## src/sst_pkg.sv

```systemverilog
package sst_pkg;

   localparam int CORDIC_STEPS = 30;
   localparam int ISQRT_STEPS  = 32;
   localparam int XY_W         = 36;
   localparam int Z_W          = 33;

   // latency of each unit, input register to output register
   localparam int SINCOS_LAT = CORDIC_STEPS + 2;
   localparam int ISQRT_LAT  = ISQRT_STEPS + 1;
   localparam int VECTOR_LAT = CORDIC_STEPS + 1;

   localparam logic signed [XY_W-1:0] CORDIC_GAIN_INV = 36'sd652032874;
   localparam logic [30:0]  HALF_PI_Q30      = 31'd1686629713;
   localparam logic signed [31:0] TWO_OVER_PI_Q30 = 32'sd683565276;
   localparam logic signed [33:0] COS_ZENITH_Q30  = -34'sd15616391;
   localparam logic signed [31:0] RAD_TO_MIN_Q16  = 32'sd15019745;
   localparam logic [24:0]  TURNS_PER_96TH_Q8 = 25'd31330473;
   localparam logic signed [31:0] NOON_MIN_Q16    = 32'sd47185920;
   localparam logic signed [23:0] LAT_LIMIT       = 24'sd5898240;
   localparam int DAY_SECONDS = 86400;

   localparam logic signed [31:0] EQ_BIAS  = 32'sd1126;
   localparam logic signed [31:0] DEC_BIAS = 32'sd7428146;
   localparam logic signed [31:0] EQ_C1  = 32'sd28056;
   localparam logic signed [31:0] EQ_S1  = -32'sd481782;
   localparam logic signed [31:0] EQ_C2  = -32'sd219511;
   localparam logic signed [31:0] EQ_S2  = -32'sd613533;
   localparam logic signed [31:0] DEC_C1 = -32'sd429402240;
   localparam logic signed [31:0] DEC_S1 = 32'sd75437879;
   localparam logic signed [31:0] DEC_C2 = -32'sd7256347;
   localparam logic signed [31:0] DEC_S2 = 32'sd973884;
   localparam logic signed [31:0] DEC_C3 = -32'sd2895882;
   localparam logic signed [31:0] DEC_S3 = 32'sd1589138;

   typedef enum logic [1:0] {
      CSR_LATITUDE  = 2'd0,
      CSR_LONGITUDE = 2'd1,
      CSR_ZONE      = 2'd2
   } csr_index_type;

   localparam logic signed [Z_W-1:0] ATAN_TAB [CORDIC_STEPS] = '{
      33'sh3243F6A8, 33'sh1DAC6705, 33'sh0FADBAFC, 33'sh07F56EA6, 33'sh03FEAB76,
      33'sh01FFD55B, 33'sh00FFFAAA, 33'sh007FFF55, 33'sh003FFFEA, 33'sh001FFFFD,
      33'sh000FFFFF, 33'sh0007FFFF, 33'sh0003FFFF, 33'sh0001FFFF, 33'sh0000FFFF,
      33'sh00007FFF, 33'sh00003FFF, 33'sh00001FFF, 33'sh00000FFF, 33'sh000007FF,
      33'sh000003FF, 33'sh000001FF, 33'sh000000FF, 33'sh0000007F, 33'sh0000003F,
      33'sh0000001F, 33'sh0000000F, 33'sh00000008, 33'sh00000004, 33'sh00000002
   };

   // round half up, then drop 30 fraction bits
   function automatic logic signed [63:0] rnd30(input logic signed [63:0] v);
      return (v + 64'sd536870912) >>> 30;
   endfunction

endpackage

```

## src/sst_isqrt.sv

```systemverilog
module sst_isqrt (
   input  logic        clock,
   input  logic [63:0] square_a,
   input  logic [63:0] square_b,
   output logic [31:0] root
);

   localparam int Steps = sst_pkg::ISQRT_STEPS;

   logic [63:0] v_ff [0:Steps];
   logic [63:0] r_ff [0:Steps];

   always_ff @(posedge clock) begin
      v_ff[0] <= square_a - square_b;
      r_ff[0] <= '0;
   end

   for (genvar i = 0; i < Steps; i++) begin : g_step
      localparam logic [63:0] Bit = 64'd1 << (2 * (Steps - 1 - i));
      logic [63:0] trial;
      assign trial = r_ff[i] + Bit;
      always_ff @(posedge clock) begin
         if (v_ff[i] >= trial) begin
            v_ff[i+1] <= v_ff[i] - trial;
            r_ff[i+1] <= (r_ff[i] >> 1) + Bit;
         end else begin
            v_ff[i+1] <= v_ff[i];
            r_ff[i+1] <= r_ff[i] >> 1;
         end
      end
   end

   assign root = r_ff[Steps][31:0];

endmodule

```

## config.mk

```make
export PLATFORM = sky130hd
export DESIGN_NAME = sst_isqrt
export DESIGN_NICKNAME = d
export VERILOG_FILES = /design/src/sst_pkg.sv /design/src/sst_isqrt.sv
export SDC_FILE = /design/constraint.sdc
export NUM_CORES = 2
export LEC_CHECK = 0
export ABC_CLOCK_PERIOD_IN_PS = 6700
export BUFFER_PORTS_ARGS = -buffer_cell sky130_fd_sc_hd__buf_2
export CAP_MARGIN = 20
export CORE_UTILIZATION = 58
export CTS_BUF_LIST = sky130_fd_sc_hd__clkbuf_8
export CTS_CLUSTER_DIAMETER = 80
export CTS_CLUSTER_SIZE = 12
export DETAILED_ROUTE_END_ITERATION = 6
export PLACE_DENSITY = 0.74
export SLEW_MARGIN = 10
export SYNTH_ARGS = -nofsm -noshare
export SYNTH_HDL_FRONTEND = slang
export SYNTH_MEMORY_MAX_BITS = 65536
export SYNTH_SLANG_ARGS = --single-unit
```

## constraint.sdc

```tcl
create_clock -name clock -period 6.7 [get_ports clock]
set_input_delay 1.34 -clock clock [delete_from_list [all_inputs] [get_ports clock]]
set_output_delay 1.34 -clock clock [all_outputs]
set_load 0.1 [all_outputs]
```

==> results.md <==
* Fin area at 107000 um2
* Die area at 174000 um2
* Worst Min Path Start: v_ff[25][9]
* Routability cong. at 0.951
* Switch Pwr at 17.4 mW
* Setup Skew at 0.0734 ns
* Area post-placement at 103000 um2
* Sequential power share at 0.511
* R2R Path End: v_ff[22][52]
* Period utilisation layout at 0.664
* Initial antenna violation count at 9
* Slew @ Worst Pin at approximately 1.3 ns
* Layout cell share with drive strength beyond 1 at 0.0577
* Stages on worst setup path at 12
* DRT Pass-1 Iters at 6
* Die Y at 417 um
* Bufs and invs on worst path at 1
* Vias in the first global route at 70200
* H-tree lvl count at 4
* Inserted Clock Buffers at 234
* Fillers at 14200
* # Post-CTS Setup Buffers at 0
* Mapped Nets at between 10000 and 15000
* Synth top area share at 0.516
* Max Cap Viol at 0
* Top delay family on crit path: compound AO/OA/AOI/OAI gates
* Antenna-violating nets left at 0
* Rel. slew slack at 0.121
* CTS root buf: clkbuf_8
* Post-Syn Area at between 90000 and 100000 um2
* Area delta synth->final at 6.78%
* Hold WS at 0.305 ns
* Port bufs at 160
* Asr flop ratio synth at 0
* Sw frac at 0.364
* Post-cts resize count at 0
* Non-Filler Instances at 12700
* Hold Crit Class: flop to flop
* Logic pwr share at 0.318
* DRC viols at 0
* Largest net degree at the start of global routing at 60
* Drt total wl at 231000 um
* TNS Setup at 0 ns
* Final Max Slew Viols at 0
* Row cnt at 152
* Outcome: finished clean
* CTS Buffer Depth at 3
* Number of flops mapped to enable cells by yosys at 0
* # setup viols final at 0
* CTS tree: done
* Crit Path Category: flop to flop
* CP max stage delay at 0.95 ns
* Internal Pwr Total at 30.4 mW
* Clock Pin Slew Worst Setup and Hold Paths at 0.08 ns
* Tmin final at 4.45 ns
* Mean post-synth cell area at roughly 9.8 um2
* NumNets Final at 11100
* IO Pins at 161
* DP Wirelength at 181000 um
* Placed cell count at 12500
* R2r startpoint: r_ff[21][22]
* Clk_lat worst skew at 1.03 ns
* Maximum fanout along the worst path at 9
* Post-Syn Instances at 10200
* Max Fclk at 225 MHz
* Clock Power Share at 0.171
* Sink Count at approximately 2600
* Synth top area cells: dfxtp_1 52%, ha_1 7.8%, xnor2_1 4.3%
* Critical path launch point type: flop
* Critical Path Sink Type: flop
* Die width at 417 um
* Global-route wire length before repair at 369000 um
* Synth Warn # at 0
* Area leader, netlist: dfxtp_1
* GRT Overall Usage at 0.261
* Core area at between 150000 and 200000 um2
* WP data required at 7.58 ns
* Gr ovfl total at 0
* Vias per inst at 5.63
* Vias at 71600
* Core Util, Final at 0.623
* Worst r2r path cells at 12
* Hold Violations, Final at 0
* RSZ-0062 raised after global routing: false
* 1st-iter DRT viols at 4540
* Worst hold path stage count at 0
* WL/cell at 18.2 um
* Worst-path cell chain: inv_1 -> ha_1 -> nor2b_1 -> o21ai_0 -> a21oi_1 -> o311ai_0 -> a21boi_0 -> nor4_1 -> o31ai_1 -> a21boi_1 -> nand3_1 -> xnor2_1
* Slowest cell on crit path: o311ai_0
* Leakage power at 49.5 nW
* Number of unique standard cell types used by synthesis at 90
* Peak VDD IR at between 300 and 400 uV
* Hold Buf Count CTS at 0
* Most frequent cells in the layout: 2576 x dfxtp_1, 787 x inv_1, 718 x nand2_1
* Yosys reg bits at 2576
* Power Density at 448 nW/um2
* Commonest non-fill, non-tap cell in the layout: dfxtp_1
* Part of the Yosys area used for sequential elements at 0.516
* Sink of the worst hold path: v_ff[26][9]
* R2R Setup Slk at 2.25 ns
* Initial Util at 0.583
* Prevailing post-synth register cell: dfxtp_1
* Crit path DAT at 5.33 ns
==> worst register-to-register path, delay by kind of cell, from the launching register on <==
family / cells / cell delay (ns)
AO/OA/AOI/OAI: 6 / 2.61
AND/OR/NAND/NOR: 3 / 0.83
flip-flops: 1 / 0.34
adder cells (fa/ha/maj): 1 / 0.34
XOR/XNOR: 1 / 0.17
buffers and inverters: 1 / 0.05
==> worst max path at each step <==
stage | startpoint | to | slack [ns]
finish | r_ff[21][22] | v_ff[22][52] | 2.25
detailed placement | square_a[0] | v_ff[0][60] | 1.77
global route | r_ff[21][22] | v_ff[22][56] | 1.86
CTS | r_ff[21][22] | v_ff[22][52] | 2.30
floorplan | square_a[0] | v_ff[0][60] | 2.57
global placement | square_a[0] | v_ff[0][60] | 1.80
==> cell usage after synthesis (28+ instances only) <==
master and count:
dfxtp_1 2576, nor4_1 332, nand3_1 167, a211oi_1 58, clkbuf_1 192, xor2_1 442
nor2b_1 85, ha_1 621, a31oi_1 47, o21ai_0 519, nand4_1 171, or3_1 104
nand2b_1 121, or2_2 46, xnor2_1 488, nor2_1 589, o31ai_1 54, nand2_1 718
and3_1 44, a21boi_0 32, and2_1 28, mux2_2 69, a21o_1 332, o21bai_1 53
inv_1 785, nor3_1 277, or4_1 56, o21a_1 106, nand3b_1 36, nor4b_1 47
a21oi_1 606
==> metrics by stage <==
stage,worst slack (ns),power [mW]
2_1_floorplan,2.57,35.0
3_3_place_gp,1.80,39.4
3_5_place_dp,1.77,39.7
4_1_cts,2.30,48.0
5_1_grt,1.86,51.0
6_report,2.25,47.9
==> registers in the layout, indices dropped and copies added, names as in the netlist <==
register,flops
v_ff,2048
r_ff,528
==> cell families after synthesis <==
logic type,Yosys count,share of synthesized area
xor gates and xnor gates,930,0.0815
DFF,2576,0.516
adders and majority gates,622,0.0779
AOI/OAI and AO/OA,2045,0.128
and+or+nand+nor,2925,0.150
buffers and inverters,1007,0.0382
muxes,79,0.00877
==> final cells by class <==
| class | count | area, um2 | area share |
|---|---|---|---|
| flip-flops and latches | 2576 | 51600 | 0.483 |
| multi-input cells | 6601 | 44700 | 0.418 |
| clock buffers | 235 | 3230 | 0.0303 |
| inverters | 788 | 2960 | 0.0277 |
| well taps | 2310 | 2890 | 0.0271 |
| repair buffers | 191 | 1030 | 0.00963 |
| clock inverters | 21 | 410 | 0.00384 |
| diodes | 5 | 12.5 | 0.000117 |
==> power by group through the flow <==
stage / logic, mW / registers (mW) / clock network, mW
2_1_floorplan: 11.9 / 23.1 / 0
3_3_place_gp: 14.7 / 24.7 / 0
3_5_place_dp: 15.0 / 24.8 / 0
4_1_cts: 15.1 / 24.4 / 8.43
5_1_grt: 16.9 / 25.0 / 9.09
6_report: 15.2 / 24.5 / 8.19
==> per-layer routing <==
layer / share of wire / up-vias / GRT usage
li1: - / 35700 / -
met1: 0.46 / 34000 / 0.348
met2: 0.48 / 1593 / 0.447
met3: 0.046 / 330 / 0.0355
met4: 0.018 / 4 / 0.0585
met5: 0.000091 / - / 0
Power figures use the tool's default switching activity.
